==> src/rtl/core/bezier_spline_path_evaluator_top_macros.svh <==
// Assertion helpers for the spline path evaluator.
// Each one is clocked on clk_i and is off while rst_ni is low.
`ifndef BEZIER_SPLINE_PATH_EVALUATOR_TOP_MACROS_SVH
`define BEZIER_SPLINE_PATH_EVALUATOR_TOP_MACROS_SVH

// When ante holds, cons must hold in the same cycle.
`define BSP_ASSERT_SAME(lbl, ante, cons, msg) \
  lbl: assert property (@(posedge clk_i) disable iff (!rst_ni) (ante) |-> (cons)) \
    else $error(msg);

// When ante holds, cons must hold in the next cycle.
`define BSP_ASSERT_NEXT(lbl, ante, cons, msg) \
  lbl: assert property (@(posedge clk_i) disable iff (!rst_ni) (ante) |=> (cons)) \
    else $error(msg);

`endif

==> src/rtl/core/bsp_ram.sv <==
module bsp_ram #(
  parameter int WIDTH = 32,
  parameter int DEPTH = 96
) (
  input  logic                     clk_i,
  input  logic                     we_i,
  input  logic [$clog2(DEPTH)-1:0] addr_i,
  input  logic [WIDTH-1:0]         wdata_i,
  output logic [WIDTH-1:0]         rdata_o
);

  logic [WIDTH-1:0] mem_q [DEPTH];

  always_ff @(posedge clk_i) begin
    if (we_i) begin
      mem_q[addr_i] <= wdata_i;
    end
    rdata_o <= mem_q[addr_i];
  end

endmodule

==> config.mk <==
export PLATFORM = sky130hd
export DESIGN_NAME = bsp_ram
export DESIGN_NICKNAME = d
export VERILOG_FILES = /design/src/rtl/core/bezier_spline_path_evaluator_top_macros.svh /design/src/rtl/core/bsp_ram.sv
export SDC_FILE = /design/constraint.sdc
export NUM_CORES = 2
export LEC_CHECK = 0
export ABC_AREA = 1
export BUFFER_PORTS_ARGS = -buffer_cell sky130_fd_sc_hd__buf_2
export CAP_MARGIN = 30
export CORE_MARGIN = 4
export CORE_UTILIZATION = 40
export DETAILED_ROUTE_END_ITERATION = 6
export GPL_ROUTABILITY_DRIVEN = 0
export PLACE_DENSITY_LB_ADDON = 0.08
export SLEW_MARGIN = 20
export SYNTH_ARGS = -nofsm -noshare
export SYNTH_HDL_FRONTEND = slang
export SYNTH_SLANG_ARGS = --single-unit
==> constraint.sdc <==
create_clock -name clk_i -period 3.7 [get_ports clk_i]
set_clock_uncertainty 0.1 [all_clocks]
set_input_delay 0.74 -clock clk_i [delete_from_list [all_inputs] [get_ports clk_i]]
set_output_delay 0.74 -clock clk_i [all_outputs]
set_load 0.005 [all_outputs]
==> summary.txt <==
Die
  – DIE WIDTH: 579 um
  – Placeable core region: 324000 um2
  – DIE AREA: approximately 330000 um2
  – Number of top-level pins: 73
  – Std-Cell Rows: 209
  – Chip Height: 579 um
  – Starting density of the core: 0.402

Clocking
  – Root buf cell: clkbuf_16
  – Inserted Clock Buffers: roughly 340
  – Post-cts resize count: 0
  – Hold buffer count at cts: 0
  – CTS H-tree lvls: 5
  – Clock tree from TritonCTS: built
  – Clock-pin slew on the worst setup and hold paths: about 60 ps
  – Number of buffers inserted to repair setup after CTS: 0
  – CTS Buffer Depth: 4
  – Clk sinks: 3104
  – Clk Latency, worst-skew pair: 940 ps

Worst setup path
  – Crit Path Max Fanout: 58
  – Crit-path slowest cell: nor2_1
  – Signal arrival time at the worst endpoint: 3720 ps
  – Reg2Reg Depth: 9
  – Worst setup path class: in2reg
  – Kind of end point of the critical path: flop
  – Endpoint required time on the critical path: 4370 ps
  – Largest stage delay on the critical path: 480 ps
  – Cells along the critical path: buf_12 > inv_8 > buf_12 > buf_12 > buf_12 > nand2_1 > nand3_1 > nand2_1 > nor2_1 > nor2_1 > nor2_1 > nand2_1 > nand2_1 > nand3_1
  – Type of origin of the critical path: input port

Run status
  – Violated checks: design-rule violations
  – Run status: finished with violations

Yosys
  – Number of storage elements in the synthesis netlist: 3104
  – Post-synthesis net count: about 12000
  – Unique cell type count in the Yosys netlist: 23
  – Count of mapped cells out of synthesis: 12200
  – Number of synthesized flops with an enable pin: 3072
  – Count of yosys warnings during synthesis: 0
  – Share of synthesized area occupied by flip-flops and latches: 0.713
  – Synth Flop Type: edfxtp_1
  – Share of flip-flops with an asynchronous set or reset: 0
  – Average footprint of a synthesized cell: 10.7 um2
  – Summed instance area of the synthesized netlist: 130000 um2

Cells and area
  – Summed area of non-filler cells in the final layout: 151000 um2
  – Share of cells above drive strength 1: 0.121
  – Filler-free cell count of the finished design: 17200
  – Total number of nets in the final design: approximately 13000
  – Layout Area Growth over Synthesis: 15.8%

Routing
  – Length of the first detailed-routing pass in iterations: 7
  – Vias per cell: 5.01
  – Number of routed nets with antenna violations: 0
  – Residual DRC: 9
  – Average routed wire per standard cell: roughly 25 um
  – Aggregate routed wire length: approximately 430000 um
  – Number of vias after detailed routing: between 80000 and 90000
  – Detailed Route Iter0 Violations: 8589

Power
  – IR drop worst, VDD: 0.000469 V
  – Power consumption: between 70 and 80 mW
  – Leakage: 60.5 nW
  – Cell Pwr Density: 510 nW/um2

Hold path
  – Hold/Removal Path Class: in2reg
  – Hold path cells: 1

Job
  – Maximum capacitance violations: 0

Timing
  – Final setup viols: 0
  – Final slew viol count: 0
  – Crit path time final: roughly 3000 ps
  – Hold violation total from the final report: 0
  – Total negative setup slack: 0 ps
  – Fraction of the cycle the final worst path needs: 0.824
  – Max Clk Rate: 0.328 GHz
  – Worst slew pin tran: 1070 ps
  – Relative slew slack: 0.288
  – Setup repair after global routing missed its margin: false

Place
  – Dpl hpwl: 250000 um
  – Placed Instance Area: 140000 um2
  – Port Buffers: 72
  – Cell count after placement: 16500

GRT
  – Total global routing overflow: 0
  – Largest net degree at the start of global routing: roughly 120
  – Total routing usage reported by global routing: 0.250
  – Antenna violations before repair: 42
  – Number of global-route vias before repair: 81900
  – First-pass GRT wire length: 603000 um
==> flip-flops by register name, indices dropped and copies added, names as in the netlist <==
register	cells
rdata_o	32
mem_q	3072
==> layout by cell type, fill, tap and decap left out, types with 11 or more instances in the layout <==
cell,n
nand2_1,4627
edfxtp_1,3072
nor2_1,1170
inv_1,1074
nand3_1,733
or2_2,446
clkbuf_16,349
buf_4,304
buf_12,183
o21ai_0,162
nor2_4,101
clkbuf_1,97
clkinv_1,79
o211ai_1,76
or2_0,60
diode_2,53
clkinv_2,48
o21ai_1,39
buf_2,37
dfxtp_1,32
bufinv_16,14
inv_6,11
==> worst paths after layout <==
| check | slack (ps) | end | startpoint |
|---|---|---|---|
| max reg2reg | 1160 | rdata_o[2]$_DFF_P_ | mem_q[0][2]$_DFFE_PP_ |
| min reg2reg | 700 | rdata_o[30]$_DFF_P_ | mem_q[23][30]$_DFFE_PP_ |
| min | 160 | mem_q[92][10]$_DFFE_PP_ | wdata_i[10] |
| max | 650 | rdata_o[27]$_DFF_P_ | addr_i[0] |
==> worst max-delay path: cells and delay by family <==
family	cells	cell delay, ps
buffers and inverters	5	1300
and+or+nand+nor	9	1410
==> power by group <==
group	switching (mW)	internal, mW	leakage [nW]
clock network	14.2	18.6	5.15
registers	0.192	38.8	27.9
logic	3.80	1.33	27.5
==> cell families (layout without fill, tap and decap cells) <==
family	Yosys count	in the layout	share of synthesized area
simple gates	7145	7145	0.223
compound gates	282	282	0.0123
flops	3104	3104	0.713
buf+inv	1667	2242	0.0516
other cells	0	53	0
==> synthesized netlist by cell type (39+ instances only) <==
| cell | instances | area, um2 |
|---|---|---|
| buf_1 | 56 | 210 |
| buf_2 | 320 | 1600 |
| clkbuf_1 | 195 | 732 |
| edfxtp_1 | 3072 | 92200 |
| inv_1 | 1075 | 4040 |
| nand2_1 | 4629 | 17400 |
| nand3_1 | 733 | 3670 |
| nor2_1 | 1270 | 4770 |
| o211ai_1 | 76 | 571 |
| o21ai_0 | 162 | 811 |
| o21ai_1 | 39 | 195 |
| or2_0 | 60 | 375 |
| or2_2 | 446 | 2790 |
==> metrics by stage <==
step	worst slack, ps	hold WS, ps	utilization
floorplan	-124	539	-
global placement	-199	674	0.431
detailed placement	-211	690	0.432
CTS	715	67.9	0.465
global route	660	109	0.465
finish	653	156	0.465
==> layer usage <==
| layer | vias up | global-route usage | share of wire |
|---|---|---|---|
| met5 | - | 0 | 0.00012 |
| met4 | 8 | 0.0893 | 0.039 |
| met3 | 574 | 0.0292 | 0.055 |
| met2 | 2481 | 0.399 | 0.46 |
| met1 | 42600 | 0.355 | 0.45 |
| li1 | 40300 | - | - |
==> final cells by class <==
| class | count | area (um2) |
|---|---|---|
| fill | 29700 | 173000 |
| sequential | 3104 | 92900 |
| multi-input combinational | 7427 | 31400 |
| clock buffer | 456 | 9240 |
| timing repair buffer | 531 | 6310 |
| tap | 4325 | 5410 |
| inverter | 1080 | 4070 |
| clock inverter | 175 | 1370 |
| antenna | 53 | 133 |
No activity file was read; power rests on OpenSTA's default activity.
