==> config.mk <==
export PLATFORM = sky130hd
export DESIGN_NAME = bsp_lerp
export DESIGN_NICKNAME = d
export VERILOG_FILES = /design/src/rtl/core/bezier_spline_path_evaluator_top_macros.svh /design/src/rtl/core/bsp_pkg.sv /design/src/rtl/core/bsp_lerp.sv
export SDC_FILE = /design/constraint.sdc
export NUM_CORES = 2
export LEC_CHECK = 0
export ABC_AREA = 1
export BUFFER_PORTS_ARGS = -buffer_cell sky130_fd_sc_hd__buf_2
export CORE_MARGIN = 2
export CORE_UTILIZATION = 35
export DETAILED_ROUTE_END_ITERATION = 16
export PLACE_DENSITY_LB_ADDON = 0.12
export SLEW_MARGIN = 20
export SYNTH_ARGS = -nofsm -noshare
export SYNTH_HDL_FRONTEND = slang
export SYNTH_SLANG_ARGS = --single-unit
==> constraint.sdc <==
create_clock -name clk_i -period 10 [get_ports clk_i]
set_input_delay 1.5 -clock clk_i [delete_from_list [all_inputs] [get_ports clk_i]]
set_output_delay 1.5 -clock clk_i [all_outputs]
set_load 0.03 [all_outputs]
==> src/rtl/core/bezier_spline_path_evaluator_top_macros.svh <==
// Assertion helpers for the spline path evaluator.
// Each one is clocked on clk_i and is off while rst_ni is low.
`ifndef BEZIER_SPLINE_PATH_EVALUATOR_TOP_MACROS_SVH
`define BEZIER_SPLINE_PATH_EVALUATOR_TOP_MACROS_SVH

// When ante holds, cons must hold in the same cycle.
`define BSP_ASSERT_SAME(lbl, ante, cons, msg) \
  lbl: assert property (@(posedge clk_i) disable iff (!rst_ni) (ante) |-> (cons)) \
    else $error(msg);

// When ante holds, cons must hold in the next cycle.
`define BSP_ASSERT_NEXT(lbl, ante, cons, msg) \
  lbl: assert property (@(posedge clk_i) disable iff (!rst_ni) (ante) |=> (cons)) \
    else $error(msg);

`endif

==> src/rtl/core/bsp_pkg.sv <==
package bsp_pkg;

  localparam int MAX_POINTS = 16;
  localparam int SAMPLES    = 100;
  localparam int FRAC_BITS  = 16;

  localparam int WORDS     = 6;
  localparam int RAM_DEPTH = MAX_POINTS * WORDS;
  localparam int ADDR_W    = $clog2(RAM_DEPTH);
  localparam int PT_W      = $clog2(MAX_POINTS);
  localparam int CNT_W     = $clog2(MAX_POINTS + 1);

  localparam int T_W = FRAC_BITS + 1;
  localparam logic [T_W-1:0] ONE = T_W'(1) << FRAC_BITS;

  // curve values stay inside the hull of p, p+h, q-g, q
  localparam int VW = 34;
  localparam int DW = VW + 1;
  localparam int PW = DW + T_W + 1;

  localparam int K_W = $clog2(SAMPLES);
  localparam int R_W = $clog2(SAMPLES) + 1;
  localparam logic [T_W-1:0] T_STEP_Q = T_W'((2 ** FRAC_BITS) / SAMPLES);
  localparam logic [R_W-1:0] T_STEP_R = R_W'((2 ** FRAC_BITS) % SAMPLES);

  localparam int ACC_W = 48;

  localparam int DIV_N_W   = 32 + FRAC_BITS;
  localparam int DIV_D_W   = 32;
  localparam int DIV_CNT_W = $clog2(DIV_N_W + 1);

  localparam int CFG_IDX_W = 2;
  localparam logic [CFG_IDX_W-1:0] CFG_LOOP_EN     = CFG_IDX_W'(0);
  localparam logic [CFG_IDX_W-1:0] CFG_POINT_COUNT = CFG_IDX_W'(1);

  typedef enum logic [1:0] {
    REQ_WRITE  = 2'd0,
    REQ_RECOMP = 2'd1,
    REQ_QUERY  = 2'd2,
    REQ_NONE   = 2'd3
  } req_e;

  // de Casteljau schedule on a 4-entry rotating line:
  // lerp lerp lerp skip lerp lerp skip skip lerp, result in the last slot
  localparam int N_OPS = 9;

  function automatic logic op_is_lerp(input logic [3:0] step);
    logic r;
    case (step)
      4'd3, 4'd6, 4'd7: r = 1'b0;
      default:          r = 1'b1;
    endcase
    return r;
  endfunction

  function automatic logic [ADDR_W-1:0] word_addr(input logic [PT_W-1:0] pt,
                                                  input logic [2:0] word);
    return ADDR_W'(pt) * ADDR_W'(WORDS) + ADDR_W'(word);
  endfunction

  function automatic logic [31:0] sat32(input logic signed [VW-1:0] v);
    logic [31:0] r;
    if ((&v[VW-1:31]) || !(|v[VW-1:31])) begin
      r = v[31:0];
    end else if (v[VW-1]) begin
      r = 32'h8000_0000;
    end else begin
      r = 32'h7fff_ffff;
    end
    return r;
  endfunction

endpackage

==> src/rtl/core/bsp_lerp.sv <==
// Shared lerp unit: registered product, add on the next cycle.
module bsp_lerp import bsp_pkg::*; (
  input  logic                  clk_i,
  input  logic signed [VW-1:0]  a_i,
  input  logic signed [VW-1:0]  b_i,
  input  logic [T_W-1:0]        t_i,
  output logic signed [VW-1:0]  y_o
);

  logic signed [DW-1:0] diff;
  logic signed [PW-1:0] prod_d, prod_q;
  logic signed [VW-1:0] a_q;

  assign diff   = DW'(b_i) - DW'(a_i);
  assign prod_d = PW'(diff) * PW'($signed({1'b0, t_i}));

  always_ff @(posedge clk_i) begin
    a_q    <= a_i;
    prod_q <= prod_d;
  end

  // arithmetic shift is the floor of the scaled product
  assign y_o = a_q + VW'(prod_q >>> FRAC_BITS);

endmodule

==> impl_table.tex <==
\begin{tabular}{lr}
\hline
Metric & Value \\
\hline
\multicolumn{2}{l}{\textbf{Setup path}} \\
\quad Required @ worst endpoint & 10.30 ns \\
\quad CP Launch Point & a\_i[2] \\
\quad Cell depth of the worst setup path & 36 \\
\quad WP buf/inv & 10 \\
\quad CP arrival & 9.80 ns \\
\quad CP delay by family, top & adder cells \\
\quad Largest fanout of any net on the critical path & 11 \\
\quad Startpoint Class & input pin \\
\quad Crit Path Class & in -> reg \\
\quad Most frequent CP cell & inv\_1 \\
\quad Slowest stage cell on the critical path & nand2\_1 \\
\quad Termination of the worst setup path & prod\_q[40] \\
\quad Critical path capture point type & register \\
\quad Delay contributed by the slowest stage of the critical path & 0.63 ns \\
\multicolumn{2}{l}{\textbf{STA}} \\
\quad Unrepaired setup endpoints after global routing & no \\
\quad Final-layout worst hold slack & 1.26 ns \\
\quad Highest Clock Rate & 105 MHz \\
\quad Number of hold violations in the final report & 0 \\
\quad Final period util & 0.950 \\
\quad Min cycle time layout & 9.50 ns \\
\quad Count of final max-slew check failures & 0 \\
\quad Final-layout setup total negative slack & 0 ns \\
\quad Measured slew at the worst slew-check pin & 0.949 ns \\
\quad Final setup vio count & 0 \\
\quad Headroom to the max-slew limit & 0.363 \\
\multicolumn{2}{l}{\textbf{Global route}} \\
\quad Antenna violations before repair & 2 \\
\quad Pin count of the biggest net entering global routing & 36 \\
\quad Total global-route track usage & 0.247 \\
\quad Number of global-route vias before repair & 23.4k \\
\quad GRT overflow & 0 \\
\quad First-pass GRT wire length & 138 mm \\
\multicolumn{2}{l}{\textbf{Yosys}} \\
\quad Most instantiated flip-flop cell in the synthesis netlist & dfxtp\_1 \\
\quad Syn. warnings & 0 \\
\quad Register area share after synthesis & 0.0539 \\
\quad Most repeated cell in the gate-level netlist after synthesis & inv\_1 \\
\quad Number of synthesized register bits & 68 \\
\quad Fraction of synthesized cell area taken by the top area cell type & 0.430 \\
\quad Synth Instances & 3223 \\
\quad Synthesized area per cell & 7.84 um2 \\
\quad Post-Syn Nets & 4035 \\
\quad Post-synthesis cell type with the largest combined area & fa\_1 \\
\quad Top cells by instance count after synthesis & inv\_1 (833), fa\_1 (543), nand2\_1 (478), nor2\_1 (440), ha\_1 (183) \\
\quad Count of flip-flops with a built-in enable after synthesis & 0 \\
\quad Count of distinct cell types in the synthesized netlist & 54 \\
\quad Top post-synthesis cells by area & fa\_1 (43\%), inv\_1 (12\%), ha\_1 (9.1\%) \\
\quad Combined area of all synthesized cells & 25300 um2 \\
\quad Post-synth ARST share & 0 \\
\multicolumn{2}{l}{\textbf{Clocking}} \\
\quad Post-CTS setup repair buffer count & 0 \\
\quad TritonCTS sink count & 68 \\
\quad H-Tree Depth & 3 \\
\quad Post-CTS clock slew at the launch and capture registers of the worst setup and hold paths & 0.06 ns \\
\quad Maximum number of buffers from clock root to sink & 2 \\
\quad Clock Root Buffer & clkbuf\_16 \\
\quad CTS tree & built \\
\quad Post-CTS sizing & 0 \\
\quad Number of buffers created by CTS & 9 \\
\quad Number of hold buffers added after CTS & 0 \\
\multicolumn{2}{l}{\textbf{Final layout}} \\
\quad Relative area change from synthesis to final layout & 10.3\% \\
\quad Number of nets in the final layout & 4201 \\
\quad Fraction of layout instances using a drive strength above 1 & 0.0981 \\
\quad Number of diodes & 0 \\
\multicolumn{2}{l}{\textbf{Floorplan}} \\
\quad Starting density of the core & 0.353 \\
\quad Area of the die & 74300 um2 \\
\quad Row cnt & 98 \\
\quad Placeable core area & 71500 um2 \\
\quad Die W & 273 um \\
\quad Top-level I/O count & 120 \\
\quad Height of the chip & 273 um \\
\multicolumn{2}{l}{\textbf{Place}} \\
\quad Count of input and output buffers & 119 \\
\quad Detailed placer's ending HPWL & 78.8 mm \\
\quad RePlAce Congestion & 0.924 \\
\multicolumn{2}{l}{\textbf{Drt}} \\
\quad Via count & 21.4k \\
\quad Detailed-routing iteration count for the pre-antenna-repair pass & 5 \\
\quad Post-route ant nets & 0 \\
\quad Via-per-instance ratio & 4.93 \\
\quad Per-cell routed wire length & 20.7 um \\
\quad Initial DRC Count & 1507 \\
\quad Drt total wl & 89.7 mm \\
\quad DRC violations left & 0 \\
\multicolumn{2}{l}{\textbf{Hold path}} \\
\quad Hold Path Class & in -> reg \\
\quad Hold depth & 1 \\
\multicolumn{2}{l}{\textbf{Run status}} \\
\quad Run status & finished clean \\
\multicolumn{2}{l}{\textbf{Job}} \\
\quad Max Cap Viol & 0 \\
\hline
\end{tabular}
[area by class of cell]
type	instances	area, um2
Sequential cell	68	1360
Tap cell	950	1190
Fill cell	7596	43600
Timing Repair Buffer	238	1490
Clock inverter	4	50.0
Clock buffer	11	243
Multi-Input combinational cell	2222	20400
Inverter	850	3190
[through the flow]
step	setup slack [ns]	std cells	instance area [um2]	util
after floorplan	1.93	3223	25300	-
after global placement	0.156	4328	27600	0.386
after detailed placement	0.194	4328	27600	0.386
after CTS	0.567	4343	27900	0.390
after global routing	0.0115	4343	27900	0.390
final	0.497	4343	27900	0.390
[per-layer routing]
metal,track usage,share of wire
met5,0,0
met4,0.0570,0.023
met3,0.0250,0.052
met2,0.410,0.46
met1,0.346,0.46
[sequential cells by signal, summed over array words and instances, names as in the netlist]
name,count
a_q,34
prod_q,34
[worst min path at each step]
stage / endpoint / slack, ns / startpoint
2_1_floorplan: a_q[0] / 1.53 / a_i[0]
3_3_place_gp: a_q[3] / 1.62 / a_i[3]
3_5_place_dp: a_q[32] / 1.62 / a_i[32]
4_1_cts: a_q[32] / 1.24 / a_i[32]
5_1_grt: a_q[32] / 1.25 / a_i[32]
6_report: a_q[32] / 1.26 / a_i[32]
[kinds of logic (layout without fill, tap and decap cells)]
logic type | count (synthesis) | in the layout | share of synthesized area
simple gates | 1107 | 1107 | 0.180
fa+ha+maj | 726 | 726 | 0.521
compound gates | 287 | 287 | 0.0676
xor+xnor | 102 | 102 | 0.0374
flops | 68 | 68 | 0.0539
buf+inv | 933 | 1103 | 0.141
[layout by cell type (no fill, tap or decap), types with 13 or more instances in the layout]
master and count:
nor2_1 440, inv_1 833, nand2_2 14, ha_1 183
nor3_1 16, nand3_1 92, dfxtp_1 68, nand2_1 478
a21oi_1 127, o21bai_1 13, a21o_1 19, xnor2_1 28
nor2_2 25, fa_1 543, a31oi_1 16, o21ai_0 72
buf_4 119, xor2_1 67, buf_2 119
Power is not shown: default switching activity piles up to over one toggle a cycle in this logic, so the estimate is an artifact.
