==> config.mk <==
export PLATFORM = sky130hd
export DESIGN_NAME = bsp_div
export DESIGN_NICKNAME = d
export VERILOG_FILES = /design/src/rtl/core/bezier_spline_path_evaluator_top_macros.svh /design/src/rtl/core/bsp_pkg.sv /design/src/rtl/core/bsp_div.sv
export SDC_FILE = /design/constraint.sdc
export NUM_CORES = 1
export LEC_CHECK = 0
export BUFFER_PORTS_ARGS = -buffer_cell sky130_fd_sc_hd__buf_4
export CORE_ASPECT_RATIO = 0.8
export CORE_MARGIN = 2
export CORE_UTILIZATION = 49
export CTS_CLUSTER_SIZE = 14
export DETAILED_ROUTE_END_ITERATION = 10
export PLACE_DENSITY = 0.77
export SETUP_SLACK_MARGIN = 0.15
export SYNTH_ARGS = -nofsm -noshare
export SYNTH_HDL_FRONTEND = slang
export SYNTH_SLANG_ARGS = --single-unit
==> constraint.sdc <==
create_clock -name clk_i -period 2.9 [get_ports clk_i]
set_input_delay 0.435 -clock clk_i [delete_from_list [all_inputs] [get_ports clk_i]]
set_output_delay 0.435 -clock clk_i [all_outputs]
set_load 0.02 [all_outputs]
==> src/rtl/core/bezier_spline_path_evaluator_top_macros.svh <==
// Assertion helpers for the spline path evaluator.
// Each one is clocked on clk_i and is off while rst_ni is low.
`ifndef BEZIER_SPLINE_PATH_EVALUATOR_TOP_MACROS_SVH
`define BEZIER_SPLINE_PATH_EVALUATOR_TOP_MACROS_SVH

// When ante holds, cons must hold in the same cycle.
`define BSP_ASSERT_SAME(lbl, ante, cons, msg) \
  lbl: assert property (@(posedge clk_i) disable iff (!rst_ni) (ante) |-> (cons)) \
    else $error(msg);

// When ante holds, cons must hold in the next cycle.
`define BSP_ASSERT_NEXT(lbl, ante, cons, msg) \
  lbl: assert property (@(posedge clk_i) disable iff (!rst_ni) (ante) |=> (cons)) \
    else $error(msg);

`endif

==> src/rtl/core/bsp_pkg.sv <==
package bsp_pkg;

  localparam int MAX_POINTS = 16;
  localparam int SAMPLES    = 100;
  localparam int FRAC_BITS  = 16;

  localparam int WORDS     = 6;
  localparam int RAM_DEPTH = MAX_POINTS * WORDS;
  localparam int ADDR_W    = $clog2(RAM_DEPTH);
  localparam int PT_W      = $clog2(MAX_POINTS);
  localparam int CNT_W     = $clog2(MAX_POINTS + 1);

  localparam int T_W = FRAC_BITS + 1;
  localparam logic [T_W-1:0] ONE = T_W'(1) << FRAC_BITS;

  // curve values stay inside the hull of p, p+h, q-g, q
  localparam int VW = 34;
  localparam int DW = VW + 1;
  localparam int PW = DW + T_W + 1;

  localparam int K_W = $clog2(SAMPLES);
  localparam int R_W = $clog2(SAMPLES) + 1;
  localparam logic [T_W-1:0] T_STEP_Q = T_W'((2 ** FRAC_BITS) / SAMPLES);
  localparam logic [R_W-1:0] T_STEP_R = R_W'((2 ** FRAC_BITS) % SAMPLES);

  localparam int ACC_W = 48;

  localparam int DIV_N_W   = 32 + FRAC_BITS;
  localparam int DIV_D_W   = 32;
  localparam int DIV_CNT_W = $clog2(DIV_N_W + 1);

  localparam int CFG_IDX_W = 2;
  localparam logic [CFG_IDX_W-1:0] CFG_LOOP_EN     = CFG_IDX_W'(0);
  localparam logic [CFG_IDX_W-1:0] CFG_POINT_COUNT = CFG_IDX_W'(1);

  typedef enum logic [1:0] {
    REQ_WRITE  = 2'd0,
    REQ_RECOMP = 2'd1,
    REQ_QUERY  = 2'd2,
    REQ_NONE   = 2'd3
  } req_e;

  // de Casteljau schedule on a 4-entry rotating line:
  // lerp lerp lerp skip lerp lerp skip skip lerp, result in the last slot
  localparam int N_OPS = 9;

  function automatic logic op_is_lerp(input logic [3:0] step);
    logic r;
    case (step)
      4'd3, 4'd6, 4'd7: r = 1'b0;
      default:          r = 1'b1;
    endcase
    return r;
  endfunction

  function automatic logic [ADDR_W-1:0] word_addr(input logic [PT_W-1:0] pt,
                                                  input logic [2:0] word);
    return ADDR_W'(pt) * ADDR_W'(WORDS) + ADDR_W'(word);
  endfunction

  function automatic logic [31:0] sat32(input logic signed [VW-1:0] v);
    logic [31:0] r;
    if ((&v[VW-1:31]) || !(|v[VW-1:31])) begin
      r = v[31:0];
    end else if (v[VW-1]) begin
      r = 32'h8000_0000;
    end else begin
      r = 32'h7fff_ffff;
    end
    return r;
  endfunction

endpackage

==> src/rtl/core/bsp_div.sv <==
// Restoring divider, one quotient bit per cycle.
module bsp_div import bsp_pkg::*; (
  input  logic               clk_i,
  input  logic               rst_ni,
  input  logic               start_i,
  input  logic [DIV_N_W-1:0] num_i,
  input  logic [DIV_D_W-1:0] den_i,
  output logic               done_o,
  output logic [DIV_N_W-1:0] quo_o,
  output logic [DIV_D_W-1:0] rem_o
);

  logic                 busy_q, done_q;
  logic [DIV_CNT_W-1:0] cnt_q;
  logic [DIV_N_W-1:0]   quo_q;
  logic [DIV_D_W-1:0]   rem_q, den_q;
  logic [DIV_D_W:0]     trial, diff;
  logic                 ge;

  assign trial = {rem_q, quo_q[DIV_N_W-1]};
  assign ge    = trial >= {1'b0, den_q};
  assign diff  = trial - {1'b0, den_q};

  always_ff @(posedge clk_i or negedge rst_ni) begin
    if (!rst_ni) begin
      busy_q <= 1'b0;
      done_q <= 1'b0;
      cnt_q  <= '0;
    end else begin
      done_q <= 1'b0;
      if (start_i) begin
        busy_q <= 1'b1;
        cnt_q  <= DIV_CNT_W'(DIV_N_W);
      end else if (busy_q) begin
        cnt_q <= cnt_q - 1'b1;
        if (cnt_q == DIV_CNT_W'(1)) begin
          busy_q <= 1'b0;
          done_q <= 1'b1;
        end
      end
    end
  end

  always_ff @(posedge clk_i) begin
    if (start_i) begin
      quo_q <= num_i;
      den_q <= den_i;
      rem_q <= '0;
    end else if (busy_q) begin
      rem_q <= ge ? diff[DIV_D_W-1:0] : trial[DIV_D_W-1:0];
      quo_q <= {quo_q[DIV_N_W-2:0], ge};
    end
  end

  assign done_o = done_q;
  assign quo_o  = quo_q;
  assign rem_o  = rem_q;

endmodule

==> metrics, run 1 <==
status=complete, but fails checks; violated checks=negative setup slack; Sw Share=25.42%; combinational family with the most area after synthesis=compound AO/OA/AOI/OAI gates; total inserted antenna cells=0; Post-Route Skew=0.007625 ns; CTS buffer count=17; GR Util met2=43.00%; combinational share of power=17.7%; I/O Buffers=163; CTS max path bufs=2; Achievable Freq=0.3352 GHz; Synth Area in Simple Gates=13.51%; adder-cell share of the synthesized area=6.607%; WL final=21.96 mm; Final Setup Violations=4; Finished Layout Cells=1108; Chip Width=135.1 µm; Synth Area in XOR/XNOR=2.468%; met3 Usage GRT=6.183%; wire length per cell=19.82 µm; die footprint=0.01472 mm²; largest cells by area after synthesis=edfxtp_1 (36%), dfxtp_1 (9.5%), mux2_2 (8.0%); met1 GRT Util=35.40%; grt total ovfl=0; Yosys top cell area share=35.63%; dpl hpwl=13.51 mm; max cap viols=0; Int Power=3.935 mW; most area-hungry cell type in the Yosys netlist=edfxtp_1; final count of hold timing violations=0; Main synth FF type=edfxtp_1; Via Count=6627; CP Max Fanout=4; Mapped Area=0.006741 mm²; Post-synth EDFFs=80; TritonCTS clock tree=done; num rows=38; multiplexer share of the synthesized area=8.166%; first-pass GRT wire length=30.30 mm; nets@finish=1033; Routed Antenna Nets=0; CP arrival=3.31 ns; root buf cell=clkbuf_16; vias in the first global route=6051; Tightest Pin Transition=0.7471 ns; clock power share=43.4%; drt drc=0; clk_lat worst skew=0.42 ns; Cells after Synth=656; #FFs+latches synth=120; vias per cell=5.981; Hold Crit Class=input pin to flop; clock sinks=120; Syn Nets=774; kind of critical path=flop to flop; P_leak=4.510 nW; min Tclk post-route=2.983 ns; Max Slew Vio Count=0; H-tree Lvls=4; WP data required=3.23 ns; GR peak layer=met2; Seq/Total Area, Yosys=48.11%; CP Capture Type=flop; Slew HR=50.20%; IO Pins=164; Max VDD drop=0.0004396 V; dpl cells=1047; core area=0.01350 mm²; Initial DRT Pass Iterations=6; GP Congestion=0.9528; final period utilization=102.9%; Final Worst Setup Slack=-0.08340 ns; Async S/R FF share, synth=6.667%; overall global routing resource usage=26.39%; area grow syn2layout=51.34%; total power=5.277 mW; Netlist cell types=61; Setup WS pre-CTS=-0.1321 ns; share of post-route cells with drive strength above 1=47.20%; Synth Area in Compound Gates=16.48%; initial core utilization=49.93%; Reg clk slew, reported paths=0.06 ns; largest net degree at the start of global routing=65; Ys Warns=0; antenna violations before repair=0; Power Density=517.2 mW/mm²; Switch Pwr=1.341 mW; Syn Area/Cell=10.28 µm²; Chip Height=108.9 µm; CP startpoint kind=flop; RSZ-0062 raised after global routing=true; 1st-iter DRT viols=693; Seq pwr share=38.9%
synthesized netlist by cell type, drive strengths merged, types with 8 or more instances:
library cell / number
a21o: 15
a21oi: 37
a311oi: 21
buf: 8
clkbuf: 22
dfrtp: 8
dfxtp: 32
edfxtp: 80
ha: 34
inv: 50
mux2: 48
nand2: 80
nand3: 18
nor2: 38
nor3: 9
o21ai: 24
xnor2: 11
xor2: 8
flip-flops by register name (all words and copies together), names as in the netlist:
signal  cells
quo_o      48
den_q      32
done_o      1
rem_o      32
cnt_q       6
busy_q      1
worst paths after layout:
check / to / slack [ns] / cells past startpoint / from
worst min register to register: rem_o[26]$_SDFFE_PP0P_ / 0.52 / 2 / rem_o[25]$_SDFFE_PP0P_
worst min-delay path: den_q[13]$_DFFE_PP_ / 0.19 / 1 / den_i[13]
worst max-delay path: rem_o[9]$_SDFFE_PP0P_ / -0.08 / 11 / den_q[16]$_DFFE_PP_
min in group asynchronous: cnt_q[1]$_DFFE_PN0P_ / 0.47 / 2 / rst_ni
worst max register to register: rem_o[9]$_SDFFE_PP0P_ / -0.08 / 11 / den_q[16]$_DFFE_PP_
max in group asynchronous: busy_q$_DFF_PN0_ / 2.29 / 2 / rst_ni
timing repair:
action | in CTS | in global routing
setup endpoints to repair | 32 | 33
pin swaps | 16 | 42
hold endpoints to repair | 8 | 0
gates resized for setup | 30 | 90
buffers inserted | 9 | 13
hold buffers | 1 | 0
cloned | 2 | 4
placed cells by master (no fill, tap or decap), types with 5 or more instances in the layout:
cell / instances
a21oi_1: 31
inv_2: 6
nor3_1: 8
ha_4: 9
o21a_1: 7
xor2_1: 8
o21ai_0: 17
nand2_4: 5
mux2_2: 47
and3_1: 6
clkbuf_16: 20
nand2_1: 67
bufinv_16: 5
a211oi_1: 5
inv_1: 44
nor4_1: 5
dfrtp_1: 7
a21o_1: 14
xnor2_1: 11
edfxtp_1: 80
or3_1: 6
nand4_1: 7
nand2_2: 7
nand2b_1: 5
buf_6: 8
buf_4: 252
nor2_1: 37
a311oi_1: 12
dfxtp_1: 30
nand3_1: 10
ha_1: 23
a311oi_2: 9
power groups by stage:
stage	sequential [mW]	clock, mW	combinational (mW)
CTS	2.05	2.31	0.853
finish	2.05	2.29	0.932
detailed placement	2.08	0	0.825
floorplan	2.17	0	0.347
global placement	2.07	0	0.805
global route	2.07	2.39	0.991
metal layers:
layer	vias to the layer above	share of wire, %	wire, µm
met5	-	0	0
met4	0	3.0	654
li1	2958	-	-
met1	3228	39	8619
met3	70	9.1	2001
met2	371	49	10680
cell type report:
cell class | count | area [µm²]
Clock buffer | 17 | 425.4
Clock inverter | 15 | 207.7
Fill cell | 855 | 3301
Inverter | 50 | 187.7
Multi-Input combinational cell | 456 | 3725
Sequential cell | 120 | 3247
Tap cell | 180 | 225.2
Timing Repair Buffer | 270 | 2185
metrics by stage:
step	setup TNS, ns	cell area [µm²]	hold WS, ns	utilization (%)
finish	-0.2243	10200	0.1909	75.56
global route	-0.6510	10200	0.1757	75.56
CTS	-0.05513	9590	0.1781	71.02
detailed placement	-0.1439	8708	0.2584	64.49
global placement	-0.01785	8708	0.2544	64.49
floorplan	0	6797	0.1394	-
cell families after synthesis:
family / Yosys count
AO/OA/AOI/OAI: 159
XOR/XNOR: 19
adder cells (fa/ha/maj): 35
buffers and inverters: 80
flip-flops: 120
multiplexers: 49
AND/OR/NAND/NOR: 194
worst max-delay path: stages, from the launching register on:
cell and delay, ns:
edfxtp_1 0.34, inv_2 0.05, ha_4 0.26, and2_4 0.14, nand2_2 0.06, or4_4 0.48
a311o_1 0.32, a21boi_2 0.23, nor2_2 0.10, buf_6 0.14, or4_4 0.51, a311oi_2 0.25
Note: power is estimated with default switching activity, not from simulation.
==> run 2: changes to the inputs <==
--- a/config.mk
+++ b/config.mk
@@ -10,6 +10,6 @@
 export CORE_MARGIN = 2
-export CORE_UTILIZATION = 49
+export CORE_UTILIZATION = 55
 export CTS_CLUSTER_SIZE = 14
 export DETAILED_ROUTE_END_ITERATION = 10
-export PLACE_DENSITY = 0.77
+export PLACE_DENSITY = 0.82
 export SETUP_SLACK_MARGIN = 0.15
==> constraint.sdc (replaced) <==
create_clock -name clk_i -period 3.5 [get_ports clk_i]
set_input_delay 0.175 -clock clk_i [delete_from_list [all_inputs] [get_ports clk_i]]
set_output_delay 0.175 -clock clk_i [all_outputs]
set_load 0.02 [all_outputs]
==> run 2 against run 1 <==
- register-to-register slack improved by 0.33 ns
- largest power group is now registers
- the flow now finishes without violations
- worst setup slack improved by 0.33 ns
- hold slack worse by 0.14 ns
- via count fell by 11%
- non-clock buffer count is 64 lower
==> metrics, run 2 (same netlist as run 1, synthesis figures left out) <==
status=complete, no violations; overall global routing resource usage=27.34% (+0.95 points); 1st-iter DRT viols=426 (-39%); max cap viols=0 (unchanged); clk_lat worst skew=0.42 ns (about the same); Slew HR=53.50% (+3.3 points); drt drc=0 (unchanged); max FFs per register=48 (unchanged); initial core utilization=55.85% (+5.9 points); final count of hold timing violations=0 (unchanged); dpl hpwl=12.30 mm (-8.9%); Hold Crit Class=input pin to flop; Reg clk slew, reported paths=0.06 ns (about the same); min Tclk post-route=3.251 ns (+0.2681 ns); CP arrival=3.58 ns (+0.27 ns); Final Worst Setup Slack=0.2485 ns (+0.3319 ns); H-tree Lvls=4 (unchanged); Chip Height=103.0 µm (-5.4%); RSZ-0062 raised after global routing=false; Routed Antenna Nets=0 (unchanged); final period utilization=92.90% (-10 points); Setup WS pre-CTS=0.2758 ns (+0.4080 ns); CP startpoint kind=flop; CP Capture Type=flop; clock sinks=120 (unchanged); Achievable Freq=0.3076 GHz (-8.2%); I/O Buffers=163 (unchanged); hold slack final=0.05095 ns (-0.1400 ns); largest net degree at the start of global routing=89 (+37%); CP Max Fanout=19 (+15); WL final=18.38 mm (-16%); TritonCTS clock tree=done; share of post-route cells with drive strength above 1=30.79% (-16 points); Post-Route Skew=0.009134 ns (+0.001510 ns); core area=0.01207 mm² (-11%); vias per cell=5.808 (-2.9%); Final Setup Violations=0 (-4); Chip Width=127.8 µm (-5.4%); area grow syn2layout=34.48%; Power Density=446.1 mW/mm² (-14%); Initial DRT Pass Iterations=6 (unchanged); Via Count=5901 (-11%); nets@finish=969 (-6.2%); grt total ovfl=0 (unchanged); CTS buffer count=17 (unchanged); Tightest Pin Transition=0.6976 ns (-0.04951 ns); antenna violations before repair=0 (unchanged); GP Congestion=0.9544 (+0.17%); first-pass GRT wire length=27.92 mm (-7.9%); setup TNS=0 ns (+0.2243 ns); num rows=36 (-5.3%); wire length per cell=18.09 µm (-8.7%); Max Slew Vio Count=0 (unchanged); root buf cell=clkbuf_16; total inserted antenna cells=0 (unchanged); most frequent cells in the layout=buf_4 (172), edfxtp_1 (80), nand2_1 (79); IO Pins=164 (unchanged); R2R setup slack=0.25 ns (+0.33 ns); die footprint=0.01316 mm² (-11%); commonest non-fill, non-tap cell in the layout=buf_4; vias in the first global route=5744 (-5.1%); kind of critical path=flop to flop; Max VDD drop=0.0003938 V (-10%); WP data required=3.83 ns (+0.60 ns); CTS max path bufs=2 (unchanged); P_leak=3.991 nW (-11%)
[run 2: cell types whose count changed in the layout (fill, tap and decap cells not counted), moves of 6 or more]
cell / before / now
buf_4: 252 / 172
buf_6: 8 / 0
nand2_1: 67 / 79
nand2_2: 7 / 1
a311oi_2: 9 / 1
inv_1: 44 / 50
inv_2: 6 / 0
ha_1: 23 / 31
ha_4: 9 / 3
a21oi_1: 31 / 37
dlygate4sd3_1: 1 / 33
a311oi_1: 12 / 20
nand3_1: 10 / 17
[run 2: worst paths after layout]
path | endpoint | from | cells past startpoint
min in group asynchronous | cnt_q[1]$_DFFE_PN0P_ | rst_ni | 2
max in group asynchronous | busy_q$_DFF_PN0_ | rst_ni | 2
max reg2reg | rem_o[9]$_SDFFE_PP0P_ | rem_o[16]$_SDFFE_PP0P_ | 9
min reg2reg | rem_o[7]$_SDFFE_PP0P_ | rem_o[6]$_SDFFE_PP0P_ | 2
max | rem_o[9]$_SDFFE_PP0P_ | rem_o[16]$_SDFFE_PP0P_ | 9
min | quo_o[28]$_DFFE_PP_ | num_i[28] | 2
[run 2: area by class of cell]
cell class                      count  area, µm²
Clock buffer                       18      429.2
Clock inverter                     14      133.9
Fill cell                         846       3005
Inverter                           50      187.7
Multi-Input combinational cell    456       3239
Sequential cell                   120       3244
Tap cell                          152      190.2
Timing Repair Buffer              206       1642
[run 2: layer usage]
layer | routed length [µm] | track usage [%] | vias up
li1 | - | - | 2820
met3 | 1145 | 8.355 | 37
met1 | 8094 | 35.95 | 2840
met4 | 418 | 9.552 | 0
met2 | 8716 | 43.48 | 204
met5 | 0 | 0 | -
[run 2: report_power, final]
part | switching [mW] | total [mW] | internal (mW)
Combinational | 0.335 | 0.660 | 0.325
Sequential | 0.0661 | 1.70 | 1.64
Clock | 0.648 | 1.68 | 1.03
Total | 1.05 | 4.04 | 3.00
[run 2: through the flow]
stage / cells / utilization [%] / power, mW / area (µm²)
finish: 1016 / 75.10 / 4.045 / 9066
global placement: 951 / 67.29 / 2.319 / 8123
detailed placement: 951 / 67.29 / 2.337 / 8123
floorplan: 656 / - / 2.080 / 6741
CTS: 1016 / 74.69 / 4.044 / 9016
global route: 1016 / 75.10 / 4.184 / 9066
[run 2: critical path, cell delays in order, from the launching register on]
cell      delay [ns]
dfxtp_1         0.34
ha_1            0.47
nand3_2         0.10
or4_1           0.53
a311o_1         0.35
a21boi_2        0.19
nor2_2          0.06
buf_4           0.20
or4_1           0.59
a311oi_2        0.30
[run 2: repair_timing]
action / in CTS / in global routing
hold endpoints to repair: 40 / 0
resized for setup: 0 / 8
hold buffers: 33 / 0
buffers inserted: 0 / 0
setup endpoints to repair: 0 / 1
